### config.mk
export PLATFORM = sky130hd
export DESIGN_NAME = grid_scan_order_generator_flat
export DESIGN_NICKNAME = d
export VERILOG_FILES = /design/src/hw/rtl/gso_pkg.sv /design/src/hw/rtl/gso_if.sv /design/src/hw/rtl/grid_scan_order_generator.sv /design/src/hw/rtl/gso_walk.sv /design/src/hw/rtl/gso_index.sv /design/src/flat_wrapper.sv
export SDC_FILE = /design/constraint.sdc
export NUM_CORES = 1
export LEC_CHECK = 0
export BUFFER_PORTS_ARGS = -buffer_cell sky130_fd_sc_hd__buf_2
export CAP_MARGIN = 10
export CORE_AREA = 2 2 162 203
export CTS_CLUSTER_SIZE = 30
export DETAILED_ROUTE_END_ITERATION = 16
export DIE_AREA = 0 0 164 205
export SYNTH_ARGS = -nofsm -noshare
export SYNTH_HDL_FRONTEND = slang
export SYNTH_SLANG_ARGS = --single-unit
### constraint.sdc
create_clock -name clk -period 7.2 [get_ports clk]
set_input_delay 0.72 -clock clk [delete_from_list [all_inputs] [get_ports clk]]
set_output_delay 0.72 -clock clk [all_outputs]
set_load 0.05 [all_outputs]
### src/hw/rtl/gso_pkg.sv
// types and constants shared by the grid scan order generator
package gso_pkg;

	localparam int DIM_W     = 9;
	localparam int CNT_W     = 17;
	localparam int IDX_W     = 16;
	localparam int PROD_W    = 2 * DIM_W;
	localparam int SUM_W     = PROD_W + 1;
	localparam int REG_IDX_W = 3;
	localparam int DATA_W    = CNT_W;

	typedef enum logic [REG_IDX_W-1:0] {
		REG_GRID_COLUMNS  = 3'd0,
		REG_GRID_ROWS     = 3'd1,
		REG_CELL_COUNT    = 3'd2,
		REG_COL_FIRST     = 3'd3,
		REG_SNAKE_MODE    = 3'd4,
		REG_REVERSE_ORDER = 3'd5
	} reg_idx_t;

	typedef struct packed {
		logic [DIM_W-1:0] cols;
		logic [DIM_W-1:0] rows;
		logic [CNT_W-1:0] cell_count;
		logic             col_first;
		logic             snake_mode;
		logic             reverse_order;
	} cfg_t;

	typedef struct packed {
		logic             done;
		logic             at_end;
		logic [DIM_W-1:0] outer;
		logic [DIM_W-1:0] in_coord;
	} walk_s1_t;

	typedef struct packed {
		logic [IDX_W-1:0] cell_index;
		logic             present;
		logic             last;
		logic             done_res;
	} rsp_t;

endpackage

### src/hw/rtl/gso_if.sv
// request and response channel interfaces of the grid scan order generator
interface gso_req_if;
	logic valid;
	logic ready;
	logic restart;

	modport source (output valid, output restart, input ready);
	modport sink (input valid, input restart, output ready);
endinterface

interface gso_rsp_if;
	logic        valid;
	logic        ready;
	logic [15:0] cell_index;
	logic        present;
	logic        last;
	logic        done_res;

	modport source (output valid, output cell_index, output present, output last,
		output done_res, input ready);
	modport sink (input valid, input cell_index, input present, input last,
		input done_res, output ready);
endinterface

### src/hw/rtl/grid_scan_order_generator.sv
// top level of the grid scan order generator
//
// each request on req carries restart: 1 starts the scan at its first
// position, 0 steps to the next position. every request gives exactly one
// response on rsp with cell_index, present, last and done_res; done_res marks
// a step with no position (empty grid, no scan running, or past the end).
// the grid shape and scan mode are set through the cfg write port; the user
// must do so while no request is in flight, which the block does not enforce.
// a request passes through the counter stage, then the index multiply and cell
// count compare feeding the output register.
// throughput is one request per cycle while the receiver takes responses,
// set by the position counters which update in the cycle a request is taken.
// reset clears the pipeline, stops any scan and loads one column, one row,
// one cell, row-major order, no snake, forward walk.
// when the receiver stalls, the output register and the first stage hold,
// and req.ready drops once both are full.
module grid_scan_order_generator #(
	parameter int MAX_DIM = 256
) (
	input  logic                             clk,
	input  logic                             arst_n,
	gso_req_if.sink                          req,
	gso_rsp_if.source                        rsp,
	input  logic                             cfg_we,
	input  logic [gso_pkg::REG_IDX_W-1:0]    cfg_index,
	input  logic [gso_pkg::DATA_W-1:0]       cfg_data
);
	import gso_pkg::*;

	logic [DIM_W-1:0] cols_q, rows_q;
	logic [CNT_W-1:0] cell_count_q;
	logic             col_first_q, snake_mode_q, reverse_order_q;
	cfg_t             cfg;
	walk_s1_t         walk_s1;
	rsp_t             rsp_s2;
	logic             valid_s1, valid_s2;
	logic             s2_free, s1_adv, accept;

	always_ff @(posedge clk or negedge arst_n) begin
		if (!arst_n) begin
			cols_q          <= DIM_W'(1);
			rows_q          <= DIM_W'(1);
			cell_count_q    <= CNT_W'(1);
			col_first_q     <= 1'b0;
			snake_mode_q    <= 1'b0;
			reverse_order_q <= 1'b0;
		end else if (cfg_we) begin
			case (cfg_index)
				REG_GRID_COLUMNS:  cols_q          <= cfg_data[DIM_W-1:0];
				REG_GRID_ROWS:     rows_q          <= cfg_data[DIM_W-1:0];
				REG_CELL_COUNT:    cell_count_q    <= cfg_data[CNT_W-1:0];
				REG_COL_FIRST:     col_first_q     <= cfg_data[0];
				REG_SNAKE_MODE:    snake_mode_q    <= cfg_data[0];
				REG_REVERSE_ORDER: reverse_order_q <= cfg_data[0];
				default: begin
				end
			endcase
		end
	end

	// saturate dimensions to the largest supported grid side
	assign cfg.cols = (int'(cols_q) > MAX_DIM) ? DIM_W'(MAX_DIM) : cols_q;
	assign cfg.rows = (int'(rows_q) > MAX_DIM) ? DIM_W'(MAX_DIM) : rows_q;
	assign cfg.cell_count    = cell_count_q;
	assign cfg.col_first     = col_first_q;
	assign cfg.snake_mode    = snake_mode_q;
	assign cfg.reverse_order = reverse_order_q;

	assign s2_free   = !valid_s2 || rsp.ready;
	assign s1_adv    = valid_s1 && s2_free;
	assign req.ready = !valid_s1 || s2_free;
	assign accept    = req.valid && req.ready;

	always_ff @(posedge clk or negedge arst_n) begin
		if (!arst_n) begin
			valid_s1 <= 1'b0;
			valid_s2 <= 1'b0;
		end else begin
			if (accept) begin
				valid_s1 <= 1'b1;
			end else if (s1_adv) begin
				valid_s1 <= 1'b0;
			end
			if (s1_adv) begin
				valid_s2 <= 1'b1;
			end else if (rsp.ready) begin
				valid_s2 <= 1'b0;
			end
		end
	end

	gso_walk u_walk (
		.clk     (clk),
		.arst_n  (arst_n),
		.cfg     (cfg),
		.accept  (accept),
		.restart (req.restart),
		.walk_s1 (walk_s1)
	);

	gso_index u_index (
		.clk     (clk),
		.cfg     (cfg),
		.load    (s1_adv),
		.walk_s1 (walk_s1),
		.rsp_s2  (rsp_s2)
	);

	assign rsp.valid      = valid_s2;
	assign rsp.cell_index = rsp_s2.cell_index;
	assign rsp.present    = rsp_s2.present;
	assign rsp.last       = rsp_s2.last;
	assign rsp.done_res   = rsp_s2.done_res;

	a_done_clean: assert property (@(posedge clk) disable iff (!arst_n)
		valid_s2 && rsp_s2.done_res |-> !rsp_s2.present && !rsp_s2.last
		&& rsp_s2.cell_index == '0)
		else $error("done response carries position fields");
	a_s1_holds: assert property (@(posedge clk) disable iff (!arst_n)
		valid_s1 && !s2_free |=> valid_s1 && $stable(walk_s1))
		else $error("first stage changed while stalled");
	a_no_overrun: assert property (@(posedge clk) disable iff (!arst_n)
		valid_s2 && !rsp.ready |=> valid_s2 && $stable(rsp_s2))
		else $error("response overwritten before it was taken");

endmodule

### src/hw/rtl/gso_walk.sv
// scan position counters and first pipeline stage
module gso_walk (
	input  logic              clk,
	input  logic              arst_n,
	input  gso_pkg::cfg_t     cfg,
	input  logic              accept,
	input  logic              restart,
	output gso_pkg::walk_s1_t walk_s1
);
	import gso_pkg::*;

	logic [DIM_W-1:0] outer_q, inner_q;
	logic             active_q;
	logic [DIM_W-1:0] nxt_outer, nxt_inner;
	logic             nxt_active, nxt_done;
	logic [DIM_W-1:0] n_out, n_in, n_out_m1, n_in_m1;
	logic             empty, at_end;
	logic [DIM_W-1:0] in_coord;
	walk_s1_t         walk_s1_q;

	assign n_out    = cfg.col_first ? cfg.cols : cfg.rows;
	assign n_in     = cfg.col_first ? cfg.rows : cfg.cols;
	assign n_out_m1 = n_out - DIM_W'(1);
	assign n_in_m1  = n_in - DIM_W'(1);
	assign empty    = (n_out == '0) || (n_in == '0) || (cfg.cell_count == '0);

	always_comb begin
		nxt_outer  = outer_q;
		nxt_inner  = inner_q;
		nxt_active = active_q;
		nxt_done   = 1'b0;
		if (restart) begin
			if (empty) begin
				nxt_active = 1'b0;
				nxt_outer  = '0;
				nxt_inner  = '0;
				nxt_done   = 1'b1;
			end else begin
				nxt_active = 1'b1;
				nxt_outer  = cfg.reverse_order ? n_out_m1 : '0;
				nxt_inner  = cfg.reverse_order ? n_in_m1 : '0;
			end
		end else if (!active_q || empty || outer_q >= n_out || inner_q >= n_in) begin
			nxt_active = 1'b0;
			nxt_done   = 1'b1;
		end else if (cfg.reverse_order) begin
			if (outer_q == '0 && inner_q == '0) begin
				nxt_active = 1'b0;
				nxt_done   = 1'b1;
			end else if (inner_q == '0) begin
				nxt_outer = outer_q - DIM_W'(1);
				nxt_inner = n_in_m1;
			end else begin
				nxt_inner = inner_q - DIM_W'(1);
			end
		end else begin
			if (outer_q == n_out_m1 && inner_q == n_in_m1) begin
				nxt_active = 1'b0;
				nxt_done   = 1'b1;
			end else if (inner_q == n_in_m1) begin
				nxt_outer = outer_q + DIM_W'(1);
				nxt_inner = '0;
			end else begin
				nxt_inner = inner_q + DIM_W'(1);
			end
		end
	end

	assign at_end = cfg.reverse_order ? (nxt_outer == '0 && nxt_inner == '0)
		: (nxt_outer == n_out_m1 && nxt_inner == n_in_m1);
	assign in_coord = (cfg.snake_mode && nxt_outer[0]) ? (n_in_m1 - nxt_inner) : nxt_inner;

	always_ff @(posedge clk or negedge arst_n) begin
		if (!arst_n) begin
			outer_q  <= '0;
			inner_q  <= '0;
			active_q <= 1'b0;
		end else if (accept) begin
			outer_q  <= nxt_outer;
			inner_q  <= nxt_inner;
			active_q <= nxt_active;
		end
	end

	always_ff @(posedge clk) begin
		if (accept) begin
			walk_s1_q.done     <= nxt_done;
			walk_s1_q.at_end   <= at_end;
			walk_s1_q.outer    <= nxt_outer;
			walk_s1_q.in_coord <= in_coord;
		end
	end

	assign walk_s1 = walk_s1_q;

	a_restart_starts: assert property (@(posedge clk) disable iff (!arst_n)
		accept && restart && !empty |=> active_q && !walk_s1_q.done)
		else $error("restart on a non-empty grid did not start a scan");
	a_idle_advance_done: assert property (@(posedge clk) disable iff (!arst_n)
		accept && !restart && !active_q |=> walk_s1_q.done && !active_q)
		else $error("advance without a running scan did not give done");
	a_done_stops: assert property (@(posedge clk) disable iff (!arst_n)
		accept && nxt_done |=> !active_q)
		else $error("scan still running after a done request");

endmodule

### src/hw/rtl/gso_index.sv
// linear index, presence check and output register
module gso_index (
	input  logic              clk,
	input  gso_pkg::cfg_t     cfg,
	input  logic              load,
	input  gso_pkg::walk_s1_t walk_s1,
	output gso_pkg::rsp_t     rsp_s2
);
	import gso_pkg::*;

	logic [DIM_W-1:0]  mul_a, add_b;
	logic [PROD_W-1:0] prod;
	logic [SUM_W-1:0]  idx;
	rsp_t              nxt_rsp, rsp_q;

	assign mul_a = cfg.col_first ? walk_s1.in_coord : walk_s1.outer;
	assign add_b = cfg.col_first ? walk_s1.outer : walk_s1.in_coord;
	assign prod  = PROD_W'(mul_a) * PROD_W'(cfg.cols);
	assign idx   = SUM_W'(prod) + SUM_W'(add_b);

	always_comb begin
		if (walk_s1.done) begin
			nxt_rsp = '{cell_index: '0, present: 1'b0, last: 1'b0, done_res: 1'b1};
		end else begin
			nxt_rsp.cell_index = idx[IDX_W-1:0];
			nxt_rsp.present    = idx < SUM_W'(cfg.cell_count);
			nxt_rsp.last       = walk_s1.at_end;
			nxt_rsp.done_res   = 1'b0;
		end
	end

	always_ff @(posedge clk) begin
		if (load) begin
			rsp_q <= nxt_rsp;
		end
	end

	assign rsp_s2 = rsp_q;

endmodule

### src/flat_wrapper.sv
// flat-port wrapper written by rule: the top's interface ports become plain ports
module grid_scan_order_generator_flat import gso_pkg::*;
#(
	parameter int MAX_DIM = 256
)
  (clk, arst_n, cfg_we, cfg_index, cfg_data, req_valid, req_restart, req_ready, rsp_valid, rsp_cell_index, rsp_present, rsp_last, rsp_done_res, rsp_ready);
  gso_req_if req_i ();
  gso_rsp_if rsp_i ();
  input  logic clk;
  input  logic arst_n;
  input  logic cfg_we;
  input  logic [gso_pkg::REG_IDX_W-1:0] cfg_index;
  input  logic [gso_pkg::DATA_W-1:0] cfg_data;
  input wire logic [$bits(req_i.valid)-1:0] req_valid;
  input wire logic [$bits(req_i.restart)-1:0] req_restart;
  output wire logic [$bits(req_i.ready)-1:0] req_ready;
  output wire logic [$bits(rsp_i.valid)-1:0] rsp_valid;
  output wire logic [$bits(rsp_i.cell_index)-1:0] rsp_cell_index;
  output wire logic [$bits(rsp_i.present)-1:0] rsp_present;
  output wire logic [$bits(rsp_i.last)-1:0] rsp_last;
  output wire logic [$bits(rsp_i.done_res)-1:0] rsp_done_res;
  input wire logic [$bits(rsp_i.ready)-1:0] rsp_ready;
  assign req_i.valid = req_valid;
  assign req_i.restart = req_restart;
  assign req_ready = req_i.ready;
  assign rsp_valid = rsp_i.valid;
  assign rsp_cell_index = rsp_i.cell_index;
  assign rsp_present = rsp_i.present;
  assign rsp_last = rsp_i.last;
  assign rsp_done_res = rsp_i.done_res;
  assign rsp_i.ready = rsp_ready;
  grid_scan_order_generator #(.MAX_DIM(MAX_DIM)) u_core (.clk(clk), .arst_n(arst_n), .req(req_i), .rsp(rsp_i), .cfg_we(cfg_we), .cfg_index(cfg_index), .cfg_data(cfg_data));
endmodule
==> summary.txt <==
Post-Layout Cell Count: 1,699
Final min period: 6.58 ns
Via count: 9,170
CTS root buffer: clkbuf_16
Clock slew at reported path FFs: 0.08 ns
Status: complete, no violations
Post-synth EDFFs: 39
Antenna violations before repair: 0
Final Setup Violations: 0
Vias per std cell: 5.40
Synth Flop Type: dfrtp_1
Mean Syn Cell Area: 8.82 sq um
Crit-path max FO: 42
Commonest non-fill, non-tap cell in the layout: inv_1
Synthesized cell area: 10,900 sq um
Commonest cells after routing, fill and taps aside: inv_1, nor2_1, nand2_1, ha_1, o21ai_0
Post-Syn Instances: 1,239
Worst Path Arrival: 6.77 ns
Fmax: 0.152 GHz
Area growth, synth to finish: 10.7%
Async SR Flop Fraction: 60.2%
Total track usage: 20.4%
Sequential share of the synthesized area: 24.3%
Die width: 164 um
IO Port Bufs: 46
Placed insts: 1,682
Initial DRC Count: 691
Post-Syn Nets: 1,428
Gr ovfl total: 0
Final nets: 1,471
IO Count: 47
GPL Wtd Cong: 0.976
Critical Path Source Type: flip-flop
Routed length per placed instance: 19.5 um
1st-pass router iterations: 5
Final hold violation count: 0
Vias in the first global route: 9,166
Post-Route Setup TNS: 0 ns
DIE HEIGHT: 205 um
Synth cell types: 90
Worst setup path category: flip-flop to flip-flop
Final worst-path cycle share: 91.4%
Yosys warns: 0
Crit. End Element: flip-flop
Antenna Violating Nets Remaining: 0
Diode count: 0
CORE AREA: 31,700 sq um
Drt total wl: 33,200 um
CP required: 7.39 ns
Worst-Margin Slew: 1.24 ns
MaxCap Viol Count: 0
Max Slew Vio Count: 0
First-pass GRT wire length: 52,100 um
Hold crit path type: flip-flop to flip-flop
Synthesized flop and latch total: 98
Total die area: 33,600 sq um
CTS tree: yes
Relative slew slack: 16.9%
Share of layout cells above drive strength 1: 13.7%
Maximum clock path buffer count: 2
Clk_lat worst skew: 0.37 ns
RSZ-0062 raised after global routing: no
Total clock sinks: 98
Initial core utilization: 34.5%
Placed wire-length estimate: 26,600 um
H-tree levels: 3
# rows: 73
Largest net degree at the start of global routing: 60
Clock Skew: 0.0184 ns
CTS buffer count: 9
# DRC: 0
Post-CTS Hold Fix Bufs: 0
-- metal layers --
metal	track usage (%)	wire length, um
met1	24.6	13900
met2	36.3	16500
met3	2.11	1370
met4	9.18	1390
met5	0	0
-- Yosys cell counts, types with 10 or more instances --
master,instances,share of area [%]
a211oi_1,10,0.69
a21o_1,17,1.2
a21oi_1,59,2.7
a31oi_1,14,0.80
and2_1,11,0.63
buf_2,10,0.46
clkbuf_1,38,1.3
dfrtp_1,56,13
edfxtp_1,39,11
fa_1,57,10
ha_1,106,12
inv_1,119,4.1
mux2_2,39,4.0
mux2i_1,21,1.9
nand2_1,113,3.9
nand2b_1,23,1.3
nand3_1,19,0.87
nor2_1,116,4.0
nor2b_1,34,1.9
nor3_1,28,1.3
nor3b_1,10,0.69
nor4_1,14,0.80
o21ai_0,65,3.0
or3_1,12,0.69
xnor2_1,33,2.6
xor2_1,12,0.96
-- critical path, stage by stage (launching register included) --
cell       delay [ns]
dfrtp_4          0.59
buf_6            0.20
buf_4            0.26
a21oi_1          0.46
ha_1             0.51
xnor3_1          0.39
or3_1            0.39
nor4b_2          0.41
nor4bb_1         0.37
buf_4            0.25
mux2_1           0.15
a22oi_1          0.09
o221ai_1         0.25
a32oi_1          0.16
ha_1             0.34
nand4_1          0.14
or3_1            0.43
a2111oi_0        0.45
o311a_1          0.25
nand4_1          0.09
o21ai_1          0.21
-- cell type report --
type                    count  area [sq um]
well taps                 412           515
flip-flops and latches     98          2660
fillers                  3237         19600
repair buffers             86           534
inverters                 123           462
clock buffers               9           225
clock inverters             7          92.6
multi-input cells         964          7620
-- cell families after synthesis --
family | synth area share (%)
compound gates | 15.0
xor+xnor | 5.27
fa+ha+maj | 22.6
buf+inv | 6.30
flops | 24.3
mux | 6.17
simple gates | 20.4
-- metrics by stage --
stage / setup slack [ns] / cell area [sq um] / util (%) / hold WS, ns
5_1_grt: 0.00409 / 12100 / 38.2 / 0.524
2_1_floorplan: 0.0603 / 10900 / - / 0.424
3_3_place_gp: 0.500 / 11800 / 37.1 / 0.472
6_report: 0.621 / 12100 / 38.2 / 0.495
3_5_place_dp: 0.329 / 11800 / 37.1 / 0.482
4_1_cts: 0.268 / 12100 / 38.1 / 0.503
-- sequential cells by signal, indices dropped and copies added, names as in the netlist --
signal,cells
u_core.reverse_order_q,1
u_core.u_walk.walk_s1,20
u_core.u_walk.active_q,1
u_core.cols_q,9
u_core.u_walk.inner_q,9
u_core.col_first_q,1
u_core.u_index.rsp_s2,19
u_core.cell_count_q,17
u_core.u_walk.outer_q,9
u_core.valid_s1,1
u_core.rows_q,9
u_core.snake_mode_q,1
u_core.rsp.valid,1
-- path summary, 6_finish.rpt --
kind	from	to	slack, ns	cells after the start
max in group asynchronous	arst_n	u_core.col_first_q$_DFFE_PN0P_	6.03	2
worst max register to register	u_core.col_first_q$_DFFE_PN0P_	u_core.u_walk.walk_s1[18]$_DFFE_PP_	0.62	20
min in group asynchronous	arst_n	u_core.u_walk.inner_q[0]$_DFFE_PN0P_	0.51	2
worst min register to register	u_core.valid_s1$_DFFE_PN0P_	u_core.rsp.valid$_DFFE_PN0P_	0.49	1
worst max-delay path	u_core.col_first_q$_DFFE_PN0P_	u_core.u_walk.walk_s1[18]$_DFFE_PP_	0.62	20
worst min-delay path	u_core.valid_s1$_DFFE_PN0P_	u_core.rsp.valid$_DFFE_PN0P_	0.49	1
-- timing repair --
action                                  4_1_cts  5_1_grt
buffers inserted                              0        1
endpoints found under the setup margin        0        1
gates resized for setup                       0        7
Power is left out: the tool's default activity adds up to more than one toggle a clock period on the data nets, which glitch-free logic cannot reach.
